<file path="src/rtl/core/spor_pkg.sv">
// shared constants, codes and types of the smoothed pid offset regulator
// no dependencies
package spor_pkg;

    // field widths
    localparam int SAMPLE_BITS = 13;
    localparam int THR_W       = 13;
    localparam int GAIN_W      = 16;
    localparam int DT_W        = 16;
    localparam int DRIVE_W     = 16;
    localparam int CFG_IDX_W   = 3;
    localparam int CFG_DATA_W  = 16;
    localparam int SUM_W       = 32;

    // internal widths
    localparam int ERR_W   = ((SAMPLE_BITS > THR_W) ? SAMPLE_BITS : THR_W) + 1;
    localparam int DIFF_W  = SAMPLE_BITS + 1;
    localparam int DERR_W  = ERR_W + 1;
    localparam int PTERM_W = DERR_W + 2;
    localparam int MUL_A_W = SUM_W;
    localparam int MUL_B_W = GAIN_W + 1;
    localparam int PROD_W  = MUL_A_W + MUL_B_W;
    localparam int ACC_W   = PROD_W + 1;

    // divide by ten through a scaled reciprocal, exact for the sample range
    localparam int SMOOTH_DIV  = 10;
    localparam int RECIP_SHIFT = 19;
    localparam int RECIP       = ((1 << RECIP_SHIFT) + SMOOTH_DIV - 1) / SMOOTH_DIV;

    // serial divider, one quotient bit per cycle
    localparam int DIV_STEPS = DERR_W;
    localparam int CNT_W     = $clog2(DIV_STEPS);

    // register reset values
    localparam int THR_RST = 0;
    localparam int KD_RST  = 1;
    localparam int KI_RST  = 0;
    localparam int DT_RST  = 1;
    localparam int MAX_RST = 4095;
    localparam int MIN_RST = -4096;

    typedef enum logic [CFG_IDX_W-1:0] {
        CFG_THRESHOLD,
        CFG_GAIN_KD,
        CFG_GAIN_KI,
        CFG_TIME_STEP,
        CFG_DRIVE_MAX,
        CFG_DRIVE_MIN
    } cfg_idx_t;

    typedef enum logic [3:0] {
        ST_IDLE,
        ST_DIFF,
        ST_SMOOTH,
        ST_LEVEL,
        ST_ERROR,
        ST_DIV,
        ST_MUL_P,
        ST_MUL_I,
        ST_SUM,
        ST_OUT
    } state_t;

    typedef enum logic [3:0] {
        OP_NONE,
        OP_LOAD,
        OP_DIFF,
        OP_SMOOTH,
        OP_LEVEL,
        OP_ERROR,
        OP_DIV,
        OP_MUL_P,
        OP_MUL_I,
        OP_SUM,
        OP_OUT
    } op_t;

endpackage

</file>
<file path="src/rtl/core/spor_meas_if.sv">
// sample channel of the regulator
// depends on spor_pkg
interface spor_meas_if;
    logic                                   valid;
    logic                                   ready;
    logic signed [spor_pkg::SAMPLE_BITS-1:0] sample;

    modport source (output valid, output sample, input ready);
    modport sink (input valid, input sample, output ready);
endinterface

</file>
<file path="src/rtl/core/spor_ctl_if.sv">
// result channel of the regulator: drive and smoothed level
// depends on spor_pkg
interface spor_ctl_if;
    logic                                   valid;
    logic                                   ready;
    logic signed [spor_pkg::DRIVE_W-1:0]     drive;
    logic signed [spor_pkg::SAMPLE_BITS-1:0] level;

    modport source (output valid, output drive, output level, input ready);
    modport sink (input valid, input drive, input level, output ready);
endinterface

</file>
<file path="src/rtl/core/spor_cfg_if.sv">
// register write channel of the regulator
// depends on spor_pkg
interface spor_cfg_if;
    logic                                valid;
    logic                                ready;
    logic [spor_pkg::CFG_IDX_W-1:0]       index;
    logic [spor_pkg::CFG_DATA_W-1:0]      data;

    modport source (output valid, output index, output data, input ready);
    modport sink (input valid, input index, input data, output ready);
endinterface

</file>
<file path="src/rtl/core/spor_ctrl.sv">
// sequencer of the regulator: steps one word through the datapath
// depends on spor_pkg
module spor_ctrl (
    input  logic          clk,
    input  logic          rst_n,
    input  logic          in_valid,
    output logic          in_ready,
    output logic          out_valid,
    input  logic          out_ready,
    output spor_pkg::op_t op
);
    import spor_pkg::*;

    state_t             state_reg;
    state_t             state_next;
    logic [CNT_W-1:0]   cnt_reg;
    logic [CNT_W-1:0]   cnt_next;
    logic               out_valid_reg;
    logic               out_valid_next;

    // state, step counter and result valid
    always_ff @(posedge clk or negedge rst_n)
    begin
        if (!rst_n)
        begin
            state_reg     <= ST_IDLE;
            cnt_reg       <= '0;
            out_valid_reg <= 1'b0;
        end
        else
        begin
            state_reg     <= state_next;
            cnt_reg       <= cnt_next;
            out_valid_reg <= out_valid_next;
        end
    end

    // next state and datapath commands
    always_comb
    begin
        state_next     = state_reg;
        cnt_next       = cnt_reg;
        op             = OP_NONE;
        in_ready       = 1'b0;
        out_valid_next = out_valid_reg & ~out_ready;
        case (state_reg)
            ST_IDLE:
            begin
                in_ready = 1'b1;
                if (in_valid)
                begin
                    op         = OP_LOAD;
                    state_next = ST_DIFF;
                end
            end
            ST_DIFF:
            begin
                op         = OP_DIFF;
                state_next = ST_SMOOTH;
            end
            ST_SMOOTH:
            begin
                op         = OP_SMOOTH;
                state_next = ST_LEVEL;
            end
            ST_LEVEL:
            begin
                op         = OP_LEVEL;
                state_next = ST_ERROR;
            end
            ST_ERROR:
            begin
                op         = OP_ERROR;
                cnt_next   = '0;
                state_next = ST_DIV;
            end
            ST_DIV:
            begin
                op       = OP_DIV;
                cnt_next = cnt_reg + 1'b1;
                if (cnt_reg == CNT_W'(DIV_STEPS - 1))
                begin
                    state_next = ST_MUL_P;
                end
            end
            ST_MUL_P:
            begin
                op         = OP_MUL_P;
                state_next = ST_MUL_I;
            end
            ST_MUL_I:
            begin
                op         = OP_MUL_I;
                state_next = ST_SUM;
            end
            ST_SUM:
            begin
                op         = OP_SUM;
                state_next = ST_OUT;
            end
            ST_OUT:
            begin
                // hand over once the output slot is free or being emptied
                if (!out_valid_reg || out_ready)
                begin
                    op             = OP_OUT;
                    out_valid_next = 1'b1;
                    state_next     = ST_IDLE;
                end
            end
            default:
            begin
                state_next = ST_IDLE;
            end
        endcase
    end

    assign out_valid = out_valid_reg;

endmodule

</file>
<file path="src/rtl/core/spor_dpath.sv">
// datapath of the regulator: registers, smoothing, error sum,
// serial divider, shared multiplier and clamp; depends on spor_pkg
module spor_dpath (
    input  logic                                   clk,
    input  logic                                   rst_n,
    input  spor_pkg::op_t                          op,
    input  logic signed [spor_pkg::SAMPLE_BITS-1:0] sample,
    input  logic                                   cfg_we,
    input  logic [spor_pkg::CFG_IDX_W-1:0]          cfg_index,
    input  logic [spor_pkg::CFG_DATA_W-1:0]         cfg_data,
    output logic signed [spor_pkg::DRIVE_W-1:0]     drive,
    output logic signed [spor_pkg::SAMPLE_BITS-1:0] level
);
    import spor_pkg::*;

    // configuration
    logic signed [THR_W-1:0]       thr_reg;
    logic signed [GAIN_W-1:0]      kd_reg;
    logic signed [GAIN_W-1:0]      ki_reg;
    logic        [DT_W-1:0]        dt_reg;
    logic signed [DRIVE_W-1:0]     max_reg;
    logic signed [DRIVE_W-1:0]     min_reg;

    // loop state
    logic signed [SAMPLE_BITS-1:0] level_reg;
    logic signed [SUM_W-1:0]       sum_reg;
    logic signed [ERR_W-1:0]       last_err_reg;

    // working registers
    logic signed [SAMPLE_BITS-1:0] sample_reg;
    logic signed [DIFF_W-1:0]      diff_reg;
    logic signed [PROD_W-1:0]      prod_reg;
    logic signed [ERR_W-1:0]       err_reg;
    logic        [DT_W-1:0]        rem_reg;
    logic        [DERR_W-1:0]      dvd_reg;
    logic                          neg_reg;
    logic signed [ACC_W-1:0]       acc_reg;
    logic signed [DRIVE_W-1:0]     drive_out_reg;
    logic signed [SAMPLE_BITS-1:0] level_out_reg;

    logic        [DIFF_W-1:0]      diff_mag;
    logic        [DIFF_W-1:0]      q_mag;
    logic        [DIFF_W-1:0]      step;
    logic signed [DIFF_W:0]        step_s;
    logic signed [DIFF_W:0]        lvl_wide;
    logic signed [ERR_W-1:0]       err;
    logic signed [DERR_W-1:0]      derr;
    logic        [DERR_W-1:0]      derr_mag;
    logic        [DT_W-1:0]        dt_eff;
    logic        [DT_W:0]          trial;
    logic        [DT_W:0]          trial_sub;
    logic                          ge;
    logic signed [DERR_W:0]        quo_s;
    logic signed [PTERM_W-1:0]     pterm;
    logic signed [MUL_A_W-1:0]     mul_a;
    logic signed [MUL_B_W-1:0]     mul_b;
    logic signed [PROD_W-1:0]      prod;
    logic signed [ACC_W-1:0]       max_ext;
    logic signed [ACC_W-1:0]       min_ext;
    logic signed [DRIVE_W-1:0]     clamped;

    // register writes and loop state
    always_ff @(posedge clk or negedge rst_n)
    begin
        if (!rst_n)
        begin
            thr_reg      <= THR_W'(THR_RST);
            kd_reg       <= GAIN_W'(KD_RST);
            ki_reg       <= GAIN_W'(KI_RST);
            dt_reg       <= DT_W'(DT_RST);
            max_reg      <= DRIVE_W'(MAX_RST);
            min_reg      <= DRIVE_W'(MIN_RST);
            level_reg    <= '0;
            sum_reg      <= '0;
            last_err_reg <= '0;
        end
        else
        begin
            if (cfg_we)
            begin
                case (cfg_idx_t'(cfg_index))
                    CFG_THRESHOLD: thr_reg <= cfg_data[THR_W-1:0];
                    CFG_GAIN_KD:   kd_reg  <= cfg_data[GAIN_W-1:0];
                    CFG_GAIN_KI:   ki_reg  <= cfg_data[GAIN_W-1:0];
                    CFG_TIME_STEP: dt_reg  <= cfg_data[DT_W-1:0];
                    CFG_DRIVE_MAX: max_reg <= cfg_data[DRIVE_W-1:0];
                    CFG_DRIVE_MIN: min_reg <= cfg_data[DRIVE_W-1:0];
                    default: ;
                endcase
            end
            if (op == OP_LEVEL)
            begin
                level_reg <= lvl_wide[SAMPLE_BITS-1:0];
            end
            if (op == OP_ERROR)
            begin
                sum_reg      <= sum_reg + SUM_W'(err);
                last_err_reg <= err;
            end
        end
    end

    // magnitude of the sample step, scaled quotient by ten
    assign diff_mag = diff_reg[DIFF_W-1] ? DIFF_W'(-diff_reg) : DIFF_W'(diff_reg);
    assign q_mag    = prod_reg[RECIP_SHIFT +: DIFF_W];

    // smoothing step, at least one toward the sample when they differ
    always_comb
    begin
        if (q_mag == '0)
        begin
            step = (diff_reg != '0) ? DIFF_W'(1) : '0;
        end
        else
        begin
            step = q_mag;
        end
    end
    assign step_s   = {1'b0, step};
    assign lvl_wide = diff_reg[DIFF_W-1] ? ((DIFF_W+1)'(level_reg) - step_s)
                                         : ((DIFF_W+1)'(level_reg) + step_s);

    // error and its change since the last word
    assign err      = ERR_W'(level_reg) - ERR_W'(thr_reg);
    assign derr     = DERR_W'(err) - DERR_W'(last_err_reg);
    assign derr_mag = derr[DERR_W-1] ? DERR_W'(-derr) : DERR_W'(derr);

    // restoring division step on magnitudes
    assign dt_eff    = (dt_reg == '0) ? DT_W'(1) : dt_reg;
    assign trial     = {rem_reg, dvd_reg[DERR_W-1]};
    assign ge        = (trial >= {1'b0, dt_eff});
    assign trial_sub = trial - {1'b0, dt_eff};

    // proportional plus derivative factor, both scaled by kd
    assign quo_s = neg_reg ? -$signed({1'b0, dvd_reg}) : $signed({1'b0, dvd_reg});
    assign pterm = PTERM_W'(err_reg) + PTERM_W'(quo_s);

    // shared multiplier operand select
    always_comb
    begin
        case (op)
            OP_SMOOTH:
            begin
                mul_a = $signed({{(MUL_A_W-DIFF_W){1'b0}}, diff_mag});
                mul_b = MUL_B_W'(RECIP);
            end
            OP_MUL_P:
            begin
                mul_a = MUL_A_W'(pterm);
                mul_b = MUL_B_W'(kd_reg);
            end
            OP_MUL_I:
            begin
                mul_a = sum_reg;
                mul_b = MUL_B_W'(ki_reg);
            end
            default:
            begin
                mul_a = '0;
                mul_b = '0;
            end
        endcase
    end
    assign prod = mul_a * mul_b;

    // clamp to the drive limits, upper limit checked first
    assign max_ext = ACC_W'(max_reg);
    assign min_ext = ACC_W'(min_reg);
    always_comb
    begin
        if (acc_reg > max_ext)
        begin
            clamped = max_reg;
        end
        else if (acc_reg < min_ext)
        begin
            clamped = min_reg;
        end
        else
        begin
            clamped = acc_reg[DRIVE_W-1:0];
        end
    end

    // working registers
    always_ff @(posedge clk)
    begin
        case (op)
            OP_LOAD:   sample_reg <= sample;
            OP_DIFF:   diff_reg   <= DIFF_W'(sample_reg) - DIFF_W'(level_reg);
            OP_SMOOTH: prod_reg   <= prod;
            OP_ERROR:
            begin
                err_reg <= err;
                dvd_reg <= derr_mag;
                neg_reg <= derr[DERR_W-1];
                rem_reg <= '0;
            end
            OP_DIV:
            begin
                rem_reg <= ge ? trial_sub[DT_W-1:0] : trial[DT_W-1:0];
                dvd_reg <= {dvd_reg[DERR_W-2:0], ge};
            end
            OP_MUL_P:  prod_reg <= prod;
            OP_MUL_I:
            begin
                acc_reg  <= ACC_W'(prod_reg);
                prod_reg <= prod;
            end
            OP_SUM:    acc_reg <= acc_reg + ACC_W'(prod_reg);
            OP_OUT:
            begin
                drive_out_reg <= clamped;
                level_out_reg <= level_reg;
            end
            default: ;
        endcase
    end

    assign drive = drive_out_reg;
    assign level = level_out_reg;

endmodule

</file>
<file path="src/rtl/core/smoothed_pid_offset_regulator_unit.sv">
// top level of the smoothed pid offset regulator
// depends on spor_pkg, the channel interfaces, spor_ctrl and spor_dpath
//
//   channel  role    payload
//   meas     sink    sample
//   ctl      source  drive, level
//   cfg      sink    index, data
//
// a word steps through the states diff, smooth, level, error, div, mul_p, mul_i, sum
// and out from one acceptance to the next; the serial divider gives one quotient bit
// per cycle and the one multiplier is shared; out waits while a stalled result is held;
// a new sample is taken only in the idle state.
// the result sits in an output register, so the next sample is accepted
// while it waits; a stalled result holds back only the following handover.
// reset is asynchronous and clears the control state, configuration and loop state
// to their defaults, not the working or output registers; config writes are always accepted.
module smoothed_pid_offset_regulator_unit (
    input  logic       clk,
    input  logic       rst_n,
    spor_meas_if.sink  meas,
    spor_ctl_if.source ctl,
    spor_cfg_if.sink   cfg
);
    import spor_pkg::*;

    op_t op;

    assign cfg.ready = 1'b1;

    // sequencer
    spor_ctrl u_ctrl (
        .clk       (clk),
        .rst_n     (rst_n),
        .in_valid  (meas.valid),
        .in_ready  (meas.ready),
        .out_valid (ctl.valid),
        .out_ready (ctl.ready),
        .op        (op)
    );

    // datapath
    spor_dpath u_dpath (
        .clk       (clk),
        .rst_n     (rst_n),
        .op        (op),
        .sample    (meas.sample),
        .cfg_we    (cfg.valid),
        .cfg_index (cfg.index),
        .cfg_data  (cfg.data),
        .drive     (ctl.drive),
        .level     (ctl.level)
    );

endmodule

</file>
<file path="src/flat_wrapper.sv">
// flat-port wrapper written by rule: the top's interface ports become plain ports
module smoothed_pid_offset_regulator_unit_flat import spor_pkg::*;
  (clk, rst_n, meas_valid, meas_sample, meas_ready, ctl_valid, ctl_drive, ctl_level, ctl_ready, cfg_valid, cfg_index, cfg_data, cfg_ready);
  spor_meas_if meas_i ();
  spor_ctl_if ctl_i ();
  spor_cfg_if cfg_i ();
  input  logic clk;
  input  logic rst_n;
  input wire logic [$bits(meas_i.valid)-1:0] meas_valid;
  input wire logic [$bits(meas_i.sample)-1:0] meas_sample;
  output wire logic [$bits(meas_i.ready)-1:0] meas_ready;
  output wire logic [$bits(ctl_i.valid)-1:0] ctl_valid;
  output wire logic [$bits(ctl_i.drive)-1:0] ctl_drive;
  output wire logic [$bits(ctl_i.level)-1:0] ctl_level;
  input wire logic [$bits(ctl_i.ready)-1:0] ctl_ready;
  input wire logic [$bits(cfg_i.valid)-1:0] cfg_valid;
  input wire logic [$bits(cfg_i.index)-1:0] cfg_index;
  input wire logic [$bits(cfg_i.data)-1:0] cfg_data;
  output wire logic [$bits(cfg_i.ready)-1:0] cfg_ready;
  assign meas_i.valid = meas_valid;
  assign meas_i.sample = meas_sample;
  assign meas_ready = meas_i.ready;
  assign ctl_valid = ctl_i.valid;
  assign ctl_drive = ctl_i.drive;
  assign ctl_level = ctl_i.level;
  assign ctl_i.ready = ctl_ready;
  assign cfg_i.valid = cfg_valid;
  assign cfg_i.index = cfg_index;
  assign cfg_i.data = cfg_data;
  assign cfg_ready = cfg_i.ready;
  smoothed_pid_offset_regulator_unit u_core (.clk(clk), .rst_n(rst_n), .meas(meas_i), .ctl(ctl_i), .cfg(cfg_i));
endmodule
</file>
<file path="config.mk">
export PLATFORM = sky130hd
export DESIGN_NAME = smoothed_pid_offset_regulator_unit_flat
export DESIGN_NICKNAME = d
export VERILOG_FILES = /design/src/rtl/core/spor_pkg.sv /design/src/rtl/core/spor_meas_if.sv /design/src/rtl/core/spor_ctl_if.sv /design/src/rtl/core/spor_cfg_if.sv /design/src/rtl/core/spor_ctrl.sv /design/src/rtl/core/spor_dpath.sv /design/src/rtl/core/smoothed_pid_offset_regulator_unit.sv /design/src/flat_wrapper.sv
export SDC_FILE = /design/constraint.sdc
export NUM_CORES = 2
export LEC_CHECK = 0
export ABC_AREA = 1
export BUFFER_PORTS_ARGS = -buffer_cell sky130_fd_sc_hd__buf_2
export CORE_ASPECT_RATIO = 1.1
export CORE_MARGIN = 4
export CORE_UTILIZATION = 57
export CTS_CLUSTER_SIZE = 16
export DETAILED_ROUTE_END_ITERATION = 8
export HOLD_SLACK_MARGIN = 0.15
export PLACE_DENSITY_LB_ADDON = 0.15
export SLEW_MARGIN = 10
export SYNTH_ARGS = -nofsm -noshare
export SYNTH_HDL_FRONTEND = slang
export SYNTH_SLANG_ARGS = --single-unit
</file>
<file path="constraint.sdc">
create_clock -name clk -period 7.3 [get_ports clk]
set_input_delay 1.46 -clock clk [delete_from_list [all_inputs] [get_ports clk]]
set_output_delay 1.46 -clock clk [all_outputs]
set_load 0.02 [all_outputs]
</file>
==> impl_metrics.tcl <==
set metrics [dict create \
    outcome "finished, violations left" \
    violations "setup timing" \
    drive_gt1_share_pct 18.4 \
    cts_buffers 42 \
    fp.dieH_um 307 \
    cts_root_buffer "clkbuf_16" \
    gp_congestion 0.978 \
    hold_path_class "reg2reg" \
    antenna_found_initial 2 \
    ant_nets 0 \
    synth_cell_type_count 72 \
    syn_inst 5848 \
    synth-edff-count 201 \
    relSlewSlack_pct 24.9 \
    grt_pass1_wl_mm 238 \
    critPathRequiredTime_ns 7.63 \
    hpwl_mm 123 \
    grt.total_usage_pct 35.6 \
    die_w_um 280 \
    gr-total-overflow 0 \
    crit_top_cell "fa_1" \
    routed_wl_mm 153 \
    largest_reg_flops 50 \
    fin_ws_ns -1.08 \
    leakagePower_uw 0.0276 \
    initial_core_util_pct 57.6 \
    clock_path_buffers 3 \
    synth_seq_cells 362 \
    layout_commonest_cell "nand2_1" \
    finalSetupViolCount 36 \
    dpl.cell_count 7276 \
    fmax_mhz 119 \
    finalHoldViolations 0 \
    grtUsageMet2_pct 58.1 \
    ys_seq_area_share_pct 21.7 \
    cts_sinks 362 \
    met1_usage_pct 47.5 \
    cts_tree "built" \
    drv_cap 0 \
    critPathMaxFanout 8 \
    syn_area_per_cell_um2 7.94 \
    min_period_ns 8.38 \
    synth_warnings 0 \
    coreArea_um2 80600 \
    crit_slowest_cell "fa_1" \
    vias 42300 \
    grt_max_degree 86 \
    grt_setup_unrepaired "yes" \
    die_area_um2 86100 \
    netlist_area_um2 46400 \
    fp-row-count 109 \
    drtPass1Iterations 7 \
    grt_pass1_vias 42600 \
    finalMaxSlewViolations 0 \
    ys.flop_type "edfxtp_1" \
    power.density_nw_per_um2 500 \
    drt-vias-per-instance 5.70 \
    area_delta_synth_final_pct 19.7 \
    layout.nets 7284 \
    fin_cells 7417 \
    worstPathArrival_ns 8.71 \
    timing.final.crit_share_pct 115 \
    async_flop_share_pct 44.5 \
    busiest_layer "met2" \
    met3_usage_pct 4.87 \
    syn_nets 6801 \
    path_clk_slew_ns 0.07 \
    max_stage_delay_ns 0.57 \
    start_kind "register" \
    end_kind "register" \
    port_buffers 67 \
    irDropWorstVdd_mv 0.447 \
    power_uw 27800 \
    wl_per_cell_um 20.7 \
    diodes 0 \
    drc_errors 0 \
    skew_ns 0.0584 \
    layout_common_cells "nand2_1 (1261), inv_1 (1021), fa_1 (509)" \
    critPathKind "reg2reg" \
    drt_iter0_drc 3492 \
    htreeDepth 2 \
    worst-slew-pin-transition_ns 1.12 \
    ioPinCount 69 \
    worstSkewPairLatency_ns 0.62 \
]
-- synthesized netlist by cell type, drive strengths merged (70+ instances only) --
library cell  instances  share of area, %
a21oi               426               4.7
buf                  70              0.95
dfrtp               143               7.7
edfxtp              201                13
fa                  529                23
ha                  387                10
inv                1099               8.9
nand2              1352                11
nand3               271               3.0
nor2                394               3.2
o21ai               355               3.9
xor2                 95               1.8
-- worst max-delay path: cells and delay by family, from the launching register on --
kind	cells	cell delay, ns
fa+ha+maj	8	3.78
xor+xnor	3	0.54
buf+inv	8	0.80
flops	1	0.42
compound gates	5	0.59
simple gates	13	1.93
-- layout make-up --
cell class / instances / area (um2)
Multi-Input combinational cell: 4250 / 33900
Fill cell: 6707 / 25000
Sequential cell: 362 / 10100
Timing Repair Buffer: 574 / 4660
Inverter: 1101 / 4150
Tap cell: 1054 / 1320
Clock buffer: 56 / 1200
Clock inverter: 20 / 310
-- what timing repair did --
item | CTS | global route
resized for setup | 205 | 305
hold buffers | 0 | 0
cloned | 3 | 3
pin swaps | 80 | 142
endpoints found under the setup margin | 38 | 39
setup buffers | 28 | 32
-- per-stage QoR --
stage	setup TNS (ns)	util (%)	instance area, um2	hold WS [ns]	worst slack [ns]
floorplan	-7.90	-	46800	0.434	-0.432
global placement	-33.63	63.7	51400	0.454	-1.13
detailed placement	-38.78	63.7	51400	0.471	-1.30
CTS	-30.23	67.1	54100	0.481	-1.08
global route	-42.67	69.0	55600	0.503	-1.46
finish	-30.83	69.0	55600	0.484	-1.08
-- metal layers --
metal | routed length, um | up-vias
met5 | 0 | -
met4 | 9170 | 0
met3 | 11700 | 428
met2 | 70200 | 1810
met1 | 62200 | 20400
li1 | - | 19700
-- cell families after synthesis --
logic type | after synthesis | synth area share, %
AO/OA/AOI/OAI | 973 | 11.8
XOR/XNOR | 158 | 3.00
adder cells (fa/ha/maj) | 916 | 33.2
buffers and inverters | 1237 | 10.4
flip-flops | 362 | 21.7
other | 1 | 0.00808
AND/OR/NAND/NOR | 2201 | 19.8
-- worst paths after layout --
kind / from / end / slack (ns) / cells after the start
max: u_core.u_dpath.dvd_reg[1] / u_core.u_dpath.prod_reg[48] / -1.08 / 37
min: u_core.u_dpath.kd_reg[15] / u_core.u_dpath.kd_reg[15] / 0.48 / 2
max reg2reg: u_core.u_dpath.dvd_reg[1] / u_core.u_dpath.prod_reg[48] / -1.08 / 37
min reg2reg: u_core.u_dpath.kd_reg[15] / u_core.u_dpath.kd_reg[15] / 0.48 / 2
max in group asynchronous: rst_n / u_core.u_dpath.max_reg[13] / 5.15 / 2
min in group asynchronous: rst_n / u_core.u_dpath.sum_reg[25] / 0.88 / 1
-- power by group --
| group | switching [uW] | internal (uW) |
|---|---|---|
| combinational | 13100 | 8190 |
| clock | 957 | 1380 |
| sequential | 801 | 3350 |
Power figures use the tool's default switching activity.
